--- src/design/rvdx_pkg.sv ---
`timescale 1ns / 1ps

package rvdx_pkg;

   // Major opcodes
   localparam logic [6:0] OPC_LOAD   = 7'h03;
   localparam logic [6:0] OPC_ALUI   = 7'h13;
   localparam logic [6:0] OPC_STORE  = 7'h23;
   localparam logic [6:0] OPC_ALUR   = 7'h33;
   localparam logic [6:0] OPC_LUI    = 7'h37;
   localparam logic [6:0] OPC_BRANCH = 7'h63;
   localparam logic [6:0] OPC_JALR   = 7'h67;
   localparam logic [6:0] OPC_JAL    = 7'h6F;

   // funct7 codes
   localparam logic [6:0] F7_BASE = 7'h00;
   localparam logic [6:0] F7_ALT  = 7'h20;
   localparam logic [6:0] F7_MULD = 7'h01;

   // Status codes
   localparam logic [1:0] ST_OK      = 2'd0;
   localparam logic [1:0] ST_ILLEGAL = 2'd1;
   localparam logic [1:0] ST_DIVZERO = 2'd2;

   localparam int XLEN      = 32;
   localparam int DIV_STEPS = XLEN;

   // What the later stages still have to do with a beat
   typedef enum logic [2:0] {
      K_PLAIN  = 3'd0,
      K_MUL    = 3'd1,
      K_MULH   = 3'd2,
      K_MULHSU = 3'd3,
      K_MULHU  = 3'd4,
      K_DIV    = 3'd5,
      K_REM    = 3'd6,
      K_REMU   = 3'd7
   } kind_type;

   typedef struct packed {
      logic [31:0] res;
      logic        wr;
      logic [4:0]  rd;
      logic        redir;
      logic [31:0] npc;
      logic [1:0]  status;
      kind_type    kind;
      logic [31:0] opa;
      logic [31:0] opb;
      logic [63:0] prod;
      logic [31:0] rem;
      logic [31:0] quo;
      logic [31:0] dvs;
      logic        neg;
   } pipe_type;

endpackage

--- src/design/rvdx_mul.sv ---
`timescale 1ns / 1ps

module rvdx_mul (
   input  logic               clock,
   input  logic               en_prod,
   input  logic               en_fix,
   input  rvdx_pkg::pipe_type in_data,
   output rvdx_pkg::pipe_type prod_ff,
   output rvdx_pkg::pipe_type fix_ff
);
   import rvdx_pkg::*;

   pipe_type    prod_in, fix_in;
   logic [31:0] hu, corr_a, corr_b;

   // Stage one: unsigned 32x32 product
   always_comb begin
      prod_in      = in_data;
      prod_in.prod = 64'(in_data.opa) * 64'(in_data.opb);
   end

   // Stage two: pick the half and apply signed corrections
   assign hu     = prod_ff.prod[63:32];
   assign corr_a = prod_ff.opa[31] ? prod_ff.opb : 32'd0;
   assign corr_b = prod_ff.opb[31] ? prod_ff.opa : 32'd0;

   always_comb begin
      fix_in = prod_ff;
      case (prod_ff.kind)
         K_MUL:    fix_in.res = prod_ff.prod[31:0];
         K_MULH:   fix_in.res = hu - corr_a - corr_b;
         K_MULHSU: fix_in.res = hu - corr_a;
         K_MULHU:  fix_in.res = hu;
         default:  fix_in.res = prod_ff.res;
      endcase
   end

   always_ff @(posedge clock) begin
      if (en_prod) prod_ff <= prod_in;
      if (en_fix) fix_ff <= fix_in;
   end

endmodule

--- config.mk ---
export PLATFORM = sky130hd
export DESIGN_NAME = rvdx_mul
export DESIGN_NICKNAME = d
export VERILOG_FILES = /design/src/design/rvdx_pkg.sv /design/src/design/rvdx_mul.sv
export SDC_FILE = /design/constraint.sdc
export NUM_CORES = 2
export LEC_CHECK = 0
export BUFFER_PORTS_ARGS = -buffer_cell sky130_fd_sc_hd__buf_2
export CAP_MARGIN = 15
export CORE_ASPECT_RATIO = 0.75
export CORE_UTILIZATION = 40
export CTS_BUF_LIST = sky130_fd_sc_hd__clkbuf_4 sky130_fd_sc_hd__clkbuf_8 sky130_fd_sc_hd__clkbuf_16
export CTS_CLUSTER_SIZE = 12
export DETAILED_ROUTE_END_ITERATION = 7
export GPL_TIMING_DRIVEN = 0
export PLACE_DENSITY = 0.71
export SETUP_SLACK_MARGIN = 0.02
export SYNTH_ARGS = -nofsm -noshare
export SYNTH_HDL_FRONTEND = slang
export SYNTH_SLANG_ARGS = --single-unit
--- constraint.sdc ---
create_clock -name clock -period 19.4 [get_ports clock]
set_input_delay 4.85 -clock clock [delete_from_list [all_inputs] [get_ports clock]]
set_output_delay 4.85 -clock clock [all_outputs]
set_load 0.005 [all_outputs]
==> qor.yml <==
h-tree-depth: 3
critPathMaxFanout: 10
drive_above_1_share: 0.201
endpoint_kind: "flop"
grt_pass1_vias: 44000
die_width_um: 442
yosysWarningCount: 0
r2r_slack_ns: 12.02
postCtsSetupRepairBufs: 0
cts_buffer_depth: 3
grt_overflow: 0
min_to: "fix_ff[234]"
cp.arrival_ns: 14.00
ys_ff_latch: 602
start_util: 0.405
syn_to_final_growth_pct: 16.0
first_iter_violations: 5729
timing.rr.end: "fix_ff[300]"
rsz0062_at_grt: "false"
grt_max_degree: 117
cts-root-buf: "clkbuf_16"
fillers: 13600
drc: 0
synth.most_common_cell: "inv_1"
hold_buffers: 0
cts_tree: "yes"
min-delay-start: "prod_ff[234]"
antenna_found_initial: 77
clk_pin_slew_ns: 0.06
skew_ns: 0.0455
ys.flop_type: "edfxtp_1"
timing.rr.start: "prod_ff[224]"
synth_enable_flop_cells: 602
r2r_cells: 20
synth_cell_type_count: 77
nets: 7760
synth_top_cells_by_count: "inv_1, fa_1, nand2_1"
finalCritPeriodShare: 0.700
critPathKind: "in -> reg"
io_pins: 906
wirelength_um: 282000
vias_per_cell: 5.50
rows: 120
synth.area.top_cells: "edfxtp_1, fa_1, ha_1"
synth_top_area_share: 0.312
finalSetupViolCount: 0
fmaxAchievable_mhz: 73.7
worstMarginPinSlew_ns: 1.42
io_buffers: 841
cp.required_ns: 19.82
first_pass_iters: 6
dp_hpwl_um: 240000
synth_area_mm2: 0.0580
whs_path_depth: 0
ys_seq_area_frac: 0.312
gp_congestion: 1.06
synth_nets: 6827
core_area_mm2: 0.143
synthesis.instances: 5300
tns_ns: 0
worstHoldPathType: "reg -> reg"
die_area_mm2: 0.147
clkLatencyLatePin_ns: 0.70
synth.avg_cell_area_um2: 10.9
relSlewSlack: 0.0506
slew_viol_final: 0
critPathLaunchType: "input pin"
num_vias: 45100
async_flop_share: 0
grt_pass1_wl_um: 378000
min_period_ns: 13.57
drv_cap: 0
synth_area_leader_cell: "edfxtp_1"
cts_made_buffers: 68
die_h_um: 332
hold_viol: 0
antenna_left: 0
clock_sinks: 602
wl_per_cell_um: 34.4
outcome: "complete, no violations"
grt_usage: 0.384
post-route-util: 0.470
cts_resized: 0
cells in the final DEF, fill, tap and decap left out, types with 9 or more instances in the layout:
| master | n |
|---|---|
| nand2b_1 | 11 |
| ha_1 | 325 |
| clkinv_1 | 9 |
| a21oi_1 | 144 |
| clkbuf_1 | 257 |
| a31oi_1 | 18 |
| inv_1 | 914 |
| xor2_1 | 45 |
| o211ai_1 | 16 |
| nor3_1 | 18 |
| a21o_1 | 71 |
| o21bai_1 | 22 |
| buf_8 | 14 |
| and3_1 | 20 |
| o22ai_1 | 21 |
| buf_16 | 9 |
| nand2_1 | 609 |
| edfxtp_1 | 602 |
| clkinv_2 | 9 |
| fa_1 | 898 |
| nand3_1 | 22 |
| xnor2_1 | 73 |
| a211oi_1 | 9 |
| clkbuf_16 | 68 |
| a22o_1 | 11 |
| diode_2 | 34 |
| o21a_1 | 12 |
| o21ai_0 | 88 |
| nor2b_1 | 11 |
| and2_1 | 591 |
| clkbuf_4 | 11 |
| nor2_1 | 84 |
| nand4_1 | 23 |
| buf_4 | 269 |
| buf_2 | 840 |
worst max path at each step:
stage	end	cells after the start	from
after floorplan	prod_ff[156]	25	in_data[224]
after global placement	prod_ff[156]	25	in_data[171]
after detailed placement	prod_ff[156]	25	in_data[171]
after CTS	prod_ff[156]	24	in_data[219]
after global routing	prod_ff[156]	26	in_data[166]
final	prod_ff[156]	25	in_data[171]
state kept, by name, summed over array words and instances (netlist names):
register	count
prod_ff	301
fix_ff	301
per-layer routing:
layer  share of wire  global-route usage  up-vias
met2            0.42               0.551     2865
li1                -                   -    18300
met3            0.11               0.111      526
met1            0.38               0.498    23400
met5         0.00061                   0        -
met4           0.085               0.269       24
worst max-delay path, cell delays in order:
cell,delay (ns)
buf_2,0.27
clkbuf_1,1.04
and2_1,0.27
fa_1,0.44
fa_1,0.56
inv_1,0.06
fa_1,0.56
fa_1,0.45
fa_1,0.55
inv_1,0.05
fa_1,0.45
fa_1,0.64
fa_1,0.46
ha_1,0.27
clkbuf_1,0.22
a21oi_1,0.26
o21ai_0,0.16
a211o_1,0.25
a31o_2,0.25
o311ai_1,0.57
a31oi_1,0.31
a21oi_2,0.40
o21bai_1,0.21
a311oi_2,0.32
xnor2_1,0.10
per-stage QoR:
stage                     hold WS (ns)  instance area [um2]  worst slack [ns]  instances
after floorplan                  0.428                58000              7.59       5300
after global placement           0.436                64600              5.23       8032
after detailed placement         0.436                65000              5.35       8050
after CTS                        0.439                67100              6.03       8162
after global routing             0.451                67200              5.68       8174
final                            0.437                67300              5.83       8200
layout make-up:
type	count	area, um2	area share
buffer	529	3000	0.0445
timing repair buffer	863	4670	0.0694
clock inverter	33	388	0.00576
tap	1891	2370	0.0352
multi-input combinational	3254	33500	0.498
sequential	602	18100	0.269
antenna	34	85.1	0.00126
inverter	915	3430	0.0510
clock buffer	79	1780	0.0265
cell families after synthesis:
logic type      Yosys count  share of synthesized area
flops                   602                      0.312
simple gates           1406                      0.121
compound gates          503                     0.0577
buf+inv                1444                      0.111
fa+ha+maj              1223                      0.380
mux                       4                   0.000734
xor+xnor                118                     0.0178
Power is not shown: default switching activity piles up to over one toggle a cycle in this logic, so the estimate is an artifact.
