<file path="src/design/rvdx_pkg.sv">
`timescale 1ns / 1ps

package rvdx_pkg;

   // Major opcodes
   localparam logic [6:0] OPC_LOAD   = 7'h03;
   localparam logic [6:0] OPC_ALUI   = 7'h13;
   localparam logic [6:0] OPC_STORE  = 7'h23;
   localparam logic [6:0] OPC_ALUR   = 7'h33;
   localparam logic [6:0] OPC_LUI    = 7'h37;
   localparam logic [6:0] OPC_BRANCH = 7'h63;
   localparam logic [6:0] OPC_JALR   = 7'h67;
   localparam logic [6:0] OPC_JAL    = 7'h6F;

   // funct7 codes
   localparam logic [6:0] F7_BASE = 7'h00;
   localparam logic [6:0] F7_ALT  = 7'h20;
   localparam logic [6:0] F7_MULD = 7'h01;

   // Status codes
   localparam logic [1:0] ST_OK      = 2'd0;
   localparam logic [1:0] ST_ILLEGAL = 2'd1;
   localparam logic [1:0] ST_DIVZERO = 2'd2;

   localparam int XLEN      = 32;
   localparam int DIV_STEPS = XLEN;

   // What the later stages still have to do with a beat
   typedef enum logic [2:0] {
      K_PLAIN  = 3'd0,
      K_MUL    = 3'd1,
      K_MULH   = 3'd2,
      K_MULHSU = 3'd3,
      K_MULHU  = 3'd4,
      K_DIV    = 3'd5,
      K_REM    = 3'd6,
      K_REMU   = 3'd7
   } kind_type;

   typedef struct packed {
      logic [31:0] res;
      logic        wr;
      logic [4:0]  rd;
      logic        redir;
      logic [31:0] npc;
      logic [1:0]  status;
      kind_type    kind;
      logic [31:0] opa;
      logic [31:0] opb;
      logic [63:0] prod;
      logic [31:0] rem;
      logic [31:0] quo;
      logic [31:0] dvs;
      logic        neg;
   } pipe_type;

endpackage

</file>
<file path="src/design/rvdx_div_step.sv">
`timescale 1ns / 1ps

module rvdx_div_step (
   input  logic               clock,
   input  logic               en,
   input  rvdx_pkg::pipe_type in_data,
   output rvdx_pkg::pipe_type out_ff
);
   import rvdx_pkg::*;

   pipe_type    out_in;
   logic [32:0] trial;
   logic [33:0] diff;

   // One restoring quotient bit
   assign trial = {in_data.rem, in_data.quo[31]};
   assign diff  = {1'b0, trial} - {2'b00, in_data.dvs};

   always_comb begin
      out_in = in_data;
      if (!diff[33]) begin
         out_in.rem = diff[31:0];
         out_in.quo = {in_data.quo[30:0], 1'b1};
      end else begin
         out_in.rem = trial[31:0];
         out_in.quo = {in_data.quo[30:0], 1'b0};
      end
   end

   always_ff @(posedge clock) begin
      if (en) out_ff <= out_in;
   end

endmodule

</file>
<file path="config.mk">
export PLATFORM = sky130hd
export DESIGN_NAME = rvdx_div_step
export DESIGN_NICKNAME = d
export VERILOG_FILES = /design/src/design/rvdx_pkg.sv /design/src/design/rvdx_div_step.sv
export SDC_FILE = /design/constraint.sdc
export NUM_CORES = 1
export LEC_CHECK = 0
export BUFFER_PORTS_ARGS = -buffer_cell sky130_fd_sc_hd__buf_4
export CAP_MARGIN = 20
export CORE_AREA = 5 5 231 233
export DETAILED_ROUTE_END_ITERATION = 12
export DIE_AREA = 0 0 236 238
export GPL_TIMING_DRIVEN = 0
export SYNTH_ARGS = -nofsm -noshare
export SYNTH_HDL_FRONTEND = slang
export SYNTH_SLANG_ARGS = --single-unit
</file>
<file path="constraint.sdc">
create_clock -name clock -period 7.3 [get_ports clock]
set_input_delay 0 -clock clock [delete_from_list [all_inputs] [get_ports clock]]
set_output_delay 0 -clock clock [all_outputs]
set_load 0.02 [all_outputs]
</file>
==> Implementation_results.wiki, run 1 <==
{| class="wikitable"
! Metric !! Value
|-
| Maximum net fanout on the critical path || 4
|-
| Half-perimeter wire length of the detailed placement result || 38,200 um
|-
| Worst Path Buf+Inv || 4
|-
| Clock H-tree levels || 2
|-
| Path type of the worst setup path || input port to flip-flop
|-
| Number of primary I/O pins || 604
|-
| Count of buffers inserted at the top-level ports || roughly 600
|-
| Critical path's slowest cell || sky130_fd_sc_hd__dlygate4sd3_1
|-
| Fraction of layout cells with a size suffix above 1 || about 44%
|-
| Number of cells in the finished layout apart from fillers || 2,288
|-
| Number of optimization iterations in the first detailed-route pass || 5
|-
| Chip height || about 240 um
|-
| Setup repair after global routing missed its margin || no
|-
| Number of violations of the max-capacitance limit || 0
|-
| Number of violations reported at the end of detailed-routing iteration 0 || 492
|-
| Final critical path time including I/O delays and setup || approximately 3400 ps
|-
| Worst vdd rail ir drop || between 0.1 and 0.15 mV
|-
| Number of nets at the end of the flow || roughly 1,900
|-
| Final Slew Violations || 0
|-
| Final weighted congestion of routability-driven global placement || roughly 0.9
|-
| Number of buffers on the longest clock path || 3
|-
| Power density relative to cell area || 240.0 mW/mm^2
|-
| Async SR Flop Fraction || 0%
|-
| Number of instances in the synthesized netlist || 622
|-
| Starting utilization of the core area || between 20% and 30%
|-
| Placed Cells incl. Taps || ~1,900
|-
| Num Clock Sinks || 301
|-
| Overall overflow remaining after global route || 0
|-
| Slew HR || 51.73%
|-
| Final Hold Vio Count || 0
|-
| Core box area || slightly above 0.05 mm^2
|-
| Maximum frequency from static timing analysis || about 0.29 GHz
|-
| CTS tree || built
|-
| Number of antenna violations at the first check in global routing || 14
|-
| Remaining design rule violation count || 0
|-
| Kind of start point of the critical path || input port
|-
| Post-Route Setup TNS || 0 ps
|-
| Static leakage power || between 8 and 9 nW
|-
| Wire length of the first global-routing pass || 71,530 um
|-
| Overall fraction of global-route tracks in use || roughly 17%
|-
| Path type of the worst min-delay path || input port to flip-flop
|-
| Cell row count || 83
|-
| Largest register FFs || between 300 and 400
|-
| Least-Margin Pin Slew || 724.1 ps
|-
| Largest net degree at the start of global routing || roughly 130
|-
| Result of the run || finished clean
|-
| Number of vias after detailed routing || approximately 9,500
|-
| EDFF count, synth || about 300
|-
| Final routed wire length divided by cell count || roughly 22 um
|-
| Number of warnings issued by yosys || 0
|-
| Ratio of routed vias to standard cells || between 4 and 5
|-
| Total detailed-routing wirelength || slightly above 50,000 um
|-
| Overall die area || between 0.05 and 0.06 mm^2
|-
| Cell family with the largest share of critical-path delay || compound AO/OA/AOI/OAI gates
|-
| Crit. End Element || flip-flop
|-
| Vias in the first global route || ~10,000
|-
| Worst Path Arrival || 3690 ps
|-
| Post-Synthesis Mean Instance Area || between 15 and 20 um^2
|-
| Top cell by count, worst path || sky130_fd_sc_hd__inv_1
|-
| Sequential-to-total area share from yosys stat || a little under 80%
|-
| Clock buffer count from CTS || 38
|-
| Peak per-stage delay on the critical path || between 500 and 600 ps
|-
| Synthesized cell area || 0.01145 mm^2
|-
| # setup viols final || 0
|-
| Register containing the most flip-flops in the final layout || out_ff
|-
| Width of the die || around 240 um
|-
| Biggest regs || out_ff x301
|-
| Ys flop type || sky130_fd_sc_hd__edfxtp_1
|-
| CP Cell Sequence || dlygate4sd3_1 > buf_4 > inv_1 > ha_1 > inv_1 > fa_1 > a211oi_1 > o211a_1 > o31ai_1 > o41a_1 > a41oi_1 > o21ai_0 > a21boi_0 > mux2_4
|-
| ANT nets after route || 0
|-
| Required time at the endpoint of the critical path || about 7600 ps
|-
| Postcts setup bufs || 0
|-
| Clock slew at reported path FFs || 50 ps
|-
| CTS Root Buffer Type || sky130_fd_sc_hd__clkbuf_16
|-
| Share of the clock period used by the worst path || around 47%
|-
| Seq cells post-synth || about 300
|-
| Number of different library cells in the post-synthesis netlist || 53
|-
| Net Count, Synth || between 900 and 1,000
|-
| Signed area change from the synthesized netlist to the final layout || 85.22%
|}
[cell usage after synthesis (7+ instances only)]
master | number | area (um^2)
sky130_fd_sc_hd__a21oi_1 | 32 | 160.2
sky130_fd_sc_hd__nor2_1 | 16 | 60.06
sky130_fd_sc_hd__a21o_1 | 7 | 52.55
sky130_fd_sc_hd__inv_1 | 41 | 153.9
sky130_fd_sc_hd__o21ai_0 | 17 | 85.08
sky130_fd_sc_hd__nand2_1 | 23 | 86.33
sky130_fd_sc_hd__ha_1 | 32 | 400.4
sky130_fd_sc_hd__xor2_1 | 7 | 61.31
sky130_fd_sc_hd__mux2_4 | 25 | 375.4
sky130_fd_sc_hd__xnor2_1 | 17 | 148.9
sky130_fd_sc_hd__edfxtp_1 | 301 | 9039
[cell type report]
type / instances / area [um^2]
fillers: 4641 / 29790
flip-flops and latches: 301 / 9039
repair buffers: 907 / 7612
multi-input cells: 272 / 2173
clock buffers: 42 / 987.2
well taps: 680 / 850.8
clock inverters: 25 / 274.0
inverters: 41 / 153.9
plain buffers: 8 / 80.08
diodes: 12 / 30.03
[metrics by stage]
step	cell area [um^2]	total power [W]	hold slack, ps	utilization (%)	setup WS (ps)
detailed placement	16890	0.003078	179.3	33.12	3936
global placement	16820	0.003074	178.6	32.99	3954
finish	21200	0.005088	92.28	41.58	3886
CTS	21170	0.005154	34.80	41.52	3919
floorplan	11450	0.002567	98.87	-	4646
global route	21190	0.005288	78.09	41.55	3730
[layout by cell type (no fill, tap or decap), drive strengths merged, types with 18 or more instances in the layout]
cell type | Yosys | routed
ha | 32 | 32
edfxtp | 301 | 301
mux2 | 27 | 27
o21ai | 18 | 18
clkbuf | 0 | 42
dlygate4sd3 | 0 | 302
buf | 8 | 613
a21oi | 33 | 33
nand2 | 23 | 23
inv | 41 | 43
[power by group]
| group | switching [W] | internal (W) |
|---|---|---|
| registers | 0.0000482 | 0.00208 |
| logic | 0.000542 | 0.000514 |
| clock network | 0.000773 | 0.00113 |
| total | 0.00136 | 0.00373 |
[worst paths after layout]
path / to / slack (ps) / start / cells past startpoint
setup / recovery: out_ff[93]$_DFFE_PP_ / 3890 / in_data[64] / 14
hold / removal: out_ff[96]$_DFFE_PP_ / 90 / in_data[96] / 4
[what timing repair did]
action,in CTS,in global routing
hold buffers,302,0
endpoints found under the hold margin,353,0
endpoints found under the setup margin,0,0
resized for setup,0,0
[logic make-up (layout without fill, tap and decap cells)]
family                     count (synthesis)  after routing  synth area share [%]
xor gates and xnor gates                  24             24                 1.836
adders and majority gates                 33             33                 3.673
and+or+nand+nor                           80             80                 3.487
other                                      0             12                     0
muxes                                     33             33                 4.001
buffers and inverters                     49           1023                 2.044
DFF                                      301            301                 78.97
AOI/OAI and AO/OA                        102            102                 5.990
[metal layers]
metal  vias up  global-route usage [%]  routed length [um]
met5         -                       0                  48
met4         6                   10.89                3651
met3       129                   5.513                4210
met2       459                   29.42               24980
met1      4555                   18.44               18150
li1       4327                       -                   -
(Power assumes the default switching activity.)
==> inputs of run 2 (changes only) <==
--- a/config.mk
+++ b/config.mk
@@ -5,11 +5,12 @@
 export SDC_FILE = /design/constraint.sdc
 export NUM_CORES = 1
 export LEC_CHECK = 0
+export ABC_AREA = 1
 export BUFFER_PORTS_ARGS = -buffer_cell sky130_fd_sc_hd__buf_4
 export CAP_MARGIN = 20
-export CORE_AREA = 5 5 231 233
+export CORE_AREA = 5 5 232 234
 export DETAILED_ROUTE_END_ITERATION = 12
-export DIE_AREA = 0 0 236 238
+export DIE_AREA = 0 0 237 239
 export GPL_TIMING_DRIVEN = 0
 export SYNTH_ARGS = -nofsm -noshare
 export SYNTH_HDL_FRONTEND = slang
==> constraint.sdc (replaced) <==
create_clock -name clock -period 3.5 [get_ports clock]
set_input_delay 0 -clock clock [delete_from_list [all_inputs] [get_ports clock]]
set_output_delay 0 -clock clock [all_outputs]
set_load 0.02 [all_outputs]
==> Implementation_results.wiki, run 2 <==
{| class="wikitable"
! Metric !! Value
|-
| Width of the die || about 240 um
|-
| Hold Slack || about 92 ps
|-
| Overall overflow remaining after global route || 0
|-
| Critical path's slowest cell || sky130_fd_sc_hd__dlygate4sd3_1
|-
| Clock buffer count from CTS || 38
|-
| Share of the clock period used by the worst path || between 60% and 70%
|-
| Final weighted congestion of routability-driven global placement || about 0.94
|-
| Register containing the most flip-flops in the final layout || out_ff
|-
| Number of violations reported at the end of detailed-routing iteration 0 || around 630
|-
| Wire length of the first global-routing pass || 80,850 um
|-
| Overall fraction of global-route tracks in use || 19.77%
|-
| Signed area change from the synthesized netlist to the final layout || 79.87%
|-
| # setup viols final || 0
|-
| Count of buffers inserted at the top-level ports || around 600
|-
| Number of antenna violations at the first check in global routing || 20
|-
| Ys flop type || sky130_fd_sc_hd__edfxtp_1
|-
| Placed Cells incl. Taps || roughly 2,200
|-
| Slew HR || 46.63%
|-
| Largest net degree at the start of global routing || 128
|-
| Power density relative to cell area || just under 500 mW/mm^2
|-
| Biggest regs || out_ff x301
|-
| Least-Margin Pin Slew || 800.6 ps
|-
| Synthesized cell area || 0.01218 mm^2
|-
| Clock slew at reported path FFs || around 50 ps
|-
| Library cell occupying the most area in the post-synthesis netlist || sky130_fd_sc_hd__edfxtp_1
|-
| Number of instances in the synthesized netlist || between 900 and 1,000
|-
| Number of violations of the max-capacitance limit || 0
|-
| Core box area || 0.05181 mm^2
|-
| Post-Synthesis Mean Instance Area || between 10 and 15 um^2
|-
| Fillcell total || 4,842
|-
| Number of different library cells in the post-synthesis netlist || 30
|-
| Number of primary I/O pins || roughly 600
|-
| Worst Path Arrival || ~2600 ps
|-
| Remaining design rule violation count || 0
|-
| ANT nets after route || 0
|-
| Clock H-tree levels || 2
|-
| Biggest area contributors in the synthesized netlist || sky130_fd_sc_hd__edfxtp_1, sky130_fd_sc_hd__nand2_1, sky130_fd_sc_hd__inv_1, sky130_fd_sc_hd__ha_1, sky130_fd_sc_hd__nand3_1
|-
| Seq cells post-synth || about 300
|-
| Fraction of layout cells with a size suffix above 1 || 36.45%
|-
| Peak per-stage delay on the critical path || 540 ps
|-
| Starting utilization of the core area || a little under a quarter
|-
| Result of the run || finished clean
|-
| Number of nets at the end of the flow || between 2,000 and 2,500
|-
| Net Count, Synth || roughly 1,300
|-
| Worst hold start || in_data[96]
|-
| EDFF count, synth || approximately 300
|-
| Number of cells in the finished layout apart from fillers || approximately 2,600
|-
| Top cell by count, worst path || sky130_fd_sc_hd__nand2_1
|-
| Number of vias after detailed routing || between 10,000 and 15,000
|-
| Setup repair after global routing missed its margin || no
|-
| Number of optimization iterations in the first detailed-route pass || 5
|-
| Worst vdd rail ir drop || ~0.27 mV
|-
| CTS Root Buffer Type || sky130_fd_sc_hd__clkbuf_16
|-
| Launch point of the worst path || in_data[64]
|-
| Ratio of routed vias to standard cells || 4.122
|-
| Total detailed-routing wirelength || 58,960 um
|-
| Maximum net fanout on the critical path || 4
|-
| Half-perimeter wire length of the detailed placement result || around 46,000 um
|-
| CTS tree || built
|-
| Path type of the worst min-delay path || input port to flip-flop
|-
| Final critical path time including I/O delays and setup || ~2300 ps
|-
| Number of buffers on the longest clock path || 3
|-
| Number of gates resized after CTS || 0
|-
| Crit. End Element || flip-flop
|-
| Static leakage power || ~10 nW
|-
| Num Clock Sinks || about 300
|-
| Sequential-to-total area share from yosys stat || between 70% and 80%
|-
| Post-Route Setup TNS || 0 ps
|-
| Vias in the first global route || between 10,000 and 15,000
|-
| Required time at the endpoint of the critical path || 3790 ps
|-
| Leading cell type in the layout, fill and taps excluded || sky130_fd_sc_hd__buf_4
|-
| Final Hold Vio Count || 0
|-
| Async SR Flop Fraction || 0%
|-
| Most frequent cell after synthesis || sky130_fd_sc_hd__edfxtp_1
|-
| Synth top area share || between 70% and 80%
|-
| Final Slew Violations || 0
|-
| Cell row count || 84
|-
| Largest register FFs || 301
|-
| Chip height || about 240 um
|-
| Number of warnings issued by yosys || 0
|-
| Leading post-synthesis cells by instance count || sky130_fd_sc_hd__edfxtp_1, sky130_fd_sc_hd__nand2_1, sky130_fd_sc_hd__inv_1, sky130_fd_sc_hd__nand3_1, sky130_fd_sc_hd__nor2_1
|-
| Path type of the worst setup path || input port to flip-flop
|-
| Highest-count cells in the layout ignoring fill and taps || sky130_fd_sc_hd__buf_4, sky130_fd_sc_hd__dlygate4sd3_1, sky130_fd_sc_hd__edfxtp_1, sky130_fd_sc_hd__nand2_1, sky130_fd_sc_hd__inv_1
|-
| CP Cell Sequence || dlygate4sd3_1 > buf_4 > inv_1 > ha_1 > inv_1 > fa_1 > nand3_1 > nand3_1 > nand2_1 > nand2_1 > nand2_1 > nand2_1 > nand2_1 > nand3_1 > nand3_2 > nand2_1
|-
| Kind of start point of the critical path || input port
|-
| Final routed wire length divided by cell count || 22.61 um
|-
| Maximum frequency from static timing analysis || between 0.4 and 0.5 GHz
|-
| Overall die area || approximately 0.057 mm^2
|}
==> run 2: changes by cell type in the layout (fill, tap and decap cells not counted), sizes merged, moves of 8 or more <==
cell,previous run,this run
a21oi,33,19
and2,1,10
inv,43,146
mux2,27,0
nand2,23,270
nand3,5,72
nor2,16,44
o21ai,18,1
xnor2,17,0
xor2,7,15
==> run 2: timing repair <==
item | CTS | global route
endpoints found under the setup margin | 0 | 0
buffers inserted | 0 | 0
endpoints found under the hold margin | 320 | 0
hold buffers | 301 | 0
==> run 2: final cells by class <==
| type | instances | area (um^2) | area share (%) |
|---|---|---|---|
| clock inverter | 21 | 245.2 | 1.120 |
| clock buffer | 45 | 998.5 | 4.559 |
| timing repair buffer | 906 | 7602 | 34.71 |
| multi-input combinational | 485 | 2517 | 11.50 |
| inverter | 145 | 544.3 | 2.485 |
| tap | 688 | 860.8 | 3.931 |
| antenna | 7 | 17.52 | 0.07999 |
| sequential | 301 | 9039 | 41.27 |
| buffer | 9 | 75.07 | 0.3428 |
==> run 2: kinds of logic after synthesis <==
kind of cell	share of synthesized area, %
and+or+nand+nor	15.11
DFF	74.24
buffers and inverters	5.087
adders and majority gates	3.453
AOI/OAI and AO/OA	1.038
xor gates and xnor gates	1.079
==> run 2: worst paths after layout <==
kind | depth (start not counted) | to | slack, ps
max | 16 | out_ff[93]$_DFFE_PP_ | 1180
min | 6 | out_ff[96]$_DFFE_PP_ | 90
==> run 2: per-layer routing <==
layer | part of all wire, % | track usage (%)
met5 | 0.18 | 0
met4 | 5.2 | 8.921
met3 | 7.3 | 6.080
met2 | 51 | 34.74
met1 | 37 | 22.11
==> run 2: worst max-delay path: cells and delay by family <==
kind | cells | cell delay (ps)
buf+inv | 4 | 830
simple gates | 10 | 1140
fa+ha+maj | 2 | 640
==> run 2: per-stage QoR <==
step / util [%] / power [W] / setup WS, ps / area [um^2]
after floorplan: - / 0.005321 / 1837 / 12180
after global placement: 33.90 / 0.006449 / 129.4 / 17560
after detailed placement: 34.02 / 0.006451 / 1147 / 17630
after CTS: 42.23 / 0.01082 / 1185 / 21880
after global routing: 42.26 / 0.01112 / 953.6 / 21890
final: 42.27 / 0.01064 / 1185 / 21900
==> run 2: report_power, final <==
group	internal (W)	total, W	switching, W	leakage [nW]
combinational	0.000991	0.00223	0.00124	6.34
clock	0.00241	0.00397	0.00157	0.587
sequential	0.00434	0.00443	0.0000977	2.95
==> inputs of run 3 (changes only) <==
==> constraint.sdc (replaced) <==
create_clock -name clock -period 2.2 [get_ports clock]
set_input_delay 0 -clock clock [delete_from_list [all_inputs] [get_ports clock]]
set_output_delay 0 -clock clock [all_outputs]
set_load 0.02 [all_outputs]
==> Implementation_results.wiki, run 3 (synthesized netlist as in run 2, its figures left out) <==
{| class="wikitable"
! Metric !! Value
|-
| Result of the run || finished clean
|-
| Largest net degree at the start of global routing || roughly 130
|-
| Wire length of the first global-routing pass || approximately 80,000 um
|-
| Worst vdd rail ir drop || between 0.4 and 0.5 mV
|-
| Peak per-stage delay on the critical path || ~530 ps
|-
| Post-route cell area || 0.02200 mm^2
|-
| Biggest regs || out_ff x301
|-
| Clock slew at reported path FFs || about 50 ps
|-
| Clock H-tree levels || 2
|-
| Number of violations reported at the end of detailed-routing iteration 0 || between 600 and 700
|-
| Overall fraction of global-route tracks in use || between 10% and 20%
|-
| Overall die area || between 0.05 and 0.06 mm^2
|-
| Remaining design rule violation count || 0
|-
| Final Hold Vio Count || 0
|-
| Half-perimeter wire length of the detailed placement result || 46,490 um
|-
| Top cell by count, worst path || sky130_fd_sc_hd__nand2_1
|-
| CTS tree || built
|-
| Power density relative to cell area || 770.4 mW/mm^2
|-
| Final Slew Violations || 0
|-
| Static leakage power || 9.891 nW
|-
| Share of the clock period used by the worst path || between 90% and 100%
|-
| CTS Root Buffer Type || sky130_fd_sc_hd__clkbuf_16
|-
| Path type of the worst min-delay path || input port to flip-flop
|-
| Maximum frequency from static timing analysis || roughly 0.47 GHz
|-
| ANT nets after route || 0
|-
| Largest register FFs || ~300
|-
| Num Clock Sinks || 301
|-
| Overall overflow remaining after global route || 0
|-
| Worst Path Arrival || ~2400 ps
|-
| CP Cell Sequence || dlygate4sd3_1 > buf_4 > inv_1 > ha_1 > nand2_1 > nor2_1 > inv_1 > nor2_1 > nand4_1 > nand3_1 > nand2_1 > nand3_2 > nand2_1
|-
| Leading cell type in the layout, fill and taps excluded || sky130_fd_sc_hd__buf_4
|-
| Total detailed-routing wirelength || between 50,000 and 60,000 um
|-
| Kind of start point of the critical path || input port
|-
| Slew HR || between 40% and 50%
|-
| Final weighted congestion of routability-driven global placement || approximately 0.94
|-
| Count of buffers inserted at the top-level ports || 603
|-
| Least-Margin Pin Slew || between 800 and 900 ps
|-
| Setup crit end || out_ff[85]$_DFFE_PP_
|-
| Number of vias after detailed routing || approximately 11,000
|-
| Chip height || between 200 and 250 um
|-
| Highest-count cells in the layout ignoring fill and taps || sky130_fd_sc_hd__buf_4, sky130_fd_sc_hd__dlygate4sd3_1, sky130_fd_sc_hd__edfxtp_1, sky130_fd_sc_hd__nand2_1, sky130_fd_sc_hd__inv_1
|-
| Core box area || between 0.05 and 0.06 mm^2
|-
| Number of optimization iterations in the first detailed-route pass || 5
|-
| Number of antenna violations at the first check in global routing || 20
|-
| Vias in the first global route || between 10,000 and 15,000
|-
| Signed area change from the synthesized netlist to the final layout || 80.73%
|-
| Hold Slack || between 100 and 150 ps
|-
| Required time at the endpoint of the critical path || roughly 2500 ps
|-
| Starting utilization of the core area || about a quarter
|-
| Width of the die || ~240 um
|-
| Crit. End Element || flip-flop
|-
| Number of primary I/O pins || ~600
|-
| Cell row count || 84
|-
| Number of nets at the end of the flow || about 2,200
|-
| Number of buffers on the longest clock path || 3
|-
| Clock buffer count from CTS || 38
|-
| Worst hold start || in_data[96]
|-
| Number of violations of the max-capacitance limit || 0
|-
| Ratio of routed vias to standard cells || just over 4
|-
| # setup viols final || 0
|-
| Final routed wire length divided by cell count || approximately 23 um
|-
| Path type of the worst setup path || input port to flip-flop
|-
| Dpl cell area || ~0.018 mm^2
|-
| Register containing the most flip-flops in the final layout || out_ff
|-
| Launch point of the worst path || in_data[20]
|-
| Final critical path time including I/O delays and setup || about 2100 ps
|-
| Critical path's slowest cell || sky130_fd_sc_hd__dlygate4sd3_1
|-
| Fraction of layout cells with a size suffix above 1 || between 30% and 40%
|-
| Maximum net fanout on the critical path || 5
|}
==> run 3: cell types whose count changed in the layout (fill, tap and decap cells not counted), moves of 2 or more <==
cell,change
sky130_fd_sc_hd__buf_4,+2
sky130_fd_sc_hd__ha_1,-4
sky130_fd_sc_hd__ha_4,+3
sky130_fd_sc_hd__nand2_1,-3
sky130_fd_sc_hd__nand2_2,+3
sky130_fd_sc_hd__nor2_1,-4
sky130_fd_sc_hd__nor2_2,+3
==> run 3: critical path: cells and delay by family <==
family / cells / cell delay [ps]
buffers and inverters: 4 / 750
AND/OR/NAND/NOR: 8 / 1190
adder cells (fa/ha/maj): 1 / 420
==> run 3: final cells by class <==
class / instances / area (um^2)
Antenna cell: 7 / 17.52
Buffer: 9 / 77.57
Clock buffer: 45 / 998.5
Clock inverter: 21 / 245.2
Fill cell: 4855 / 29810
Inverter: 145 / 544.3
Multi-Input combinational cell: 485 / 2595
Sequential cell: 301 / 9039
Tap cell: 688 / 860.8
Timing Repair Buffer: 909 / 7627
==> run 3: through the flow <==
stage                     worst slack, ps  utilization [%]  power [W]  instances  setup TNS (ps)
after global placement              -1171            33.90    0.01026       2231         -342570
after floorplan                     537.4                -   0.008466        940               0
after CTS                           3.477            42.25    0.01722       2601               0
after detailed placement           -152.7            34.02    0.01026       2233          -476.2
after global routing               -5.901            42.46    0.01772       2608          -5.901
final                               87.19            42.47    0.01695       2610               0
==> run 3: worst min-delay path by stage <==
stage                            endpoint  slack [ps]  depth (start not counted)
global route         out_ff[65]$_DFFE_PP_         140                          7
floorplan             out_ff[0]$_DFFE_PP_         100                          0
finish               out_ff[65]$_DFFE_PP_         120                          7
global placement    out_ff[109]$_DFFE_PP_         180                          1
detailed placement  out_ff[240]$_DFFE_PP_         180                          1
CTS                  out_ff[96]$_DFFE_PP_          60                          6
==> run 3: timing repair <==
item,CTS,global route
setup endpoints to repair,0,30
hold buffers,302,0
setup buffers,0,2
hold endpoints to repair,320,0
gates resized for setup,0,16
==> run 3: power breakdown <==
part	internal, W	total, W	switching, W	leakage (nW)
combinational	0.00160	0.00358	0.00198	6.36
clock	0.00383	0.00632	0.00249	0.587
sequential	0.00690	0.00705	0.000155	2.95
==> run 3: layer usage <==
| metal | vias to the layer above | share of wire, % | GRT usage, % |
|---|---|---|---|
| li1 | 5075 | - | - |
| met1 | 5123 | 36 | 22.16 |
| met2 | 399 | 51 | 34.77 |
| met3 | 116 | 7.5 | 6.080 |
| met4 | 16 | 5.3 | 9.043 |
| met5 | - | 0.17 | 0 |
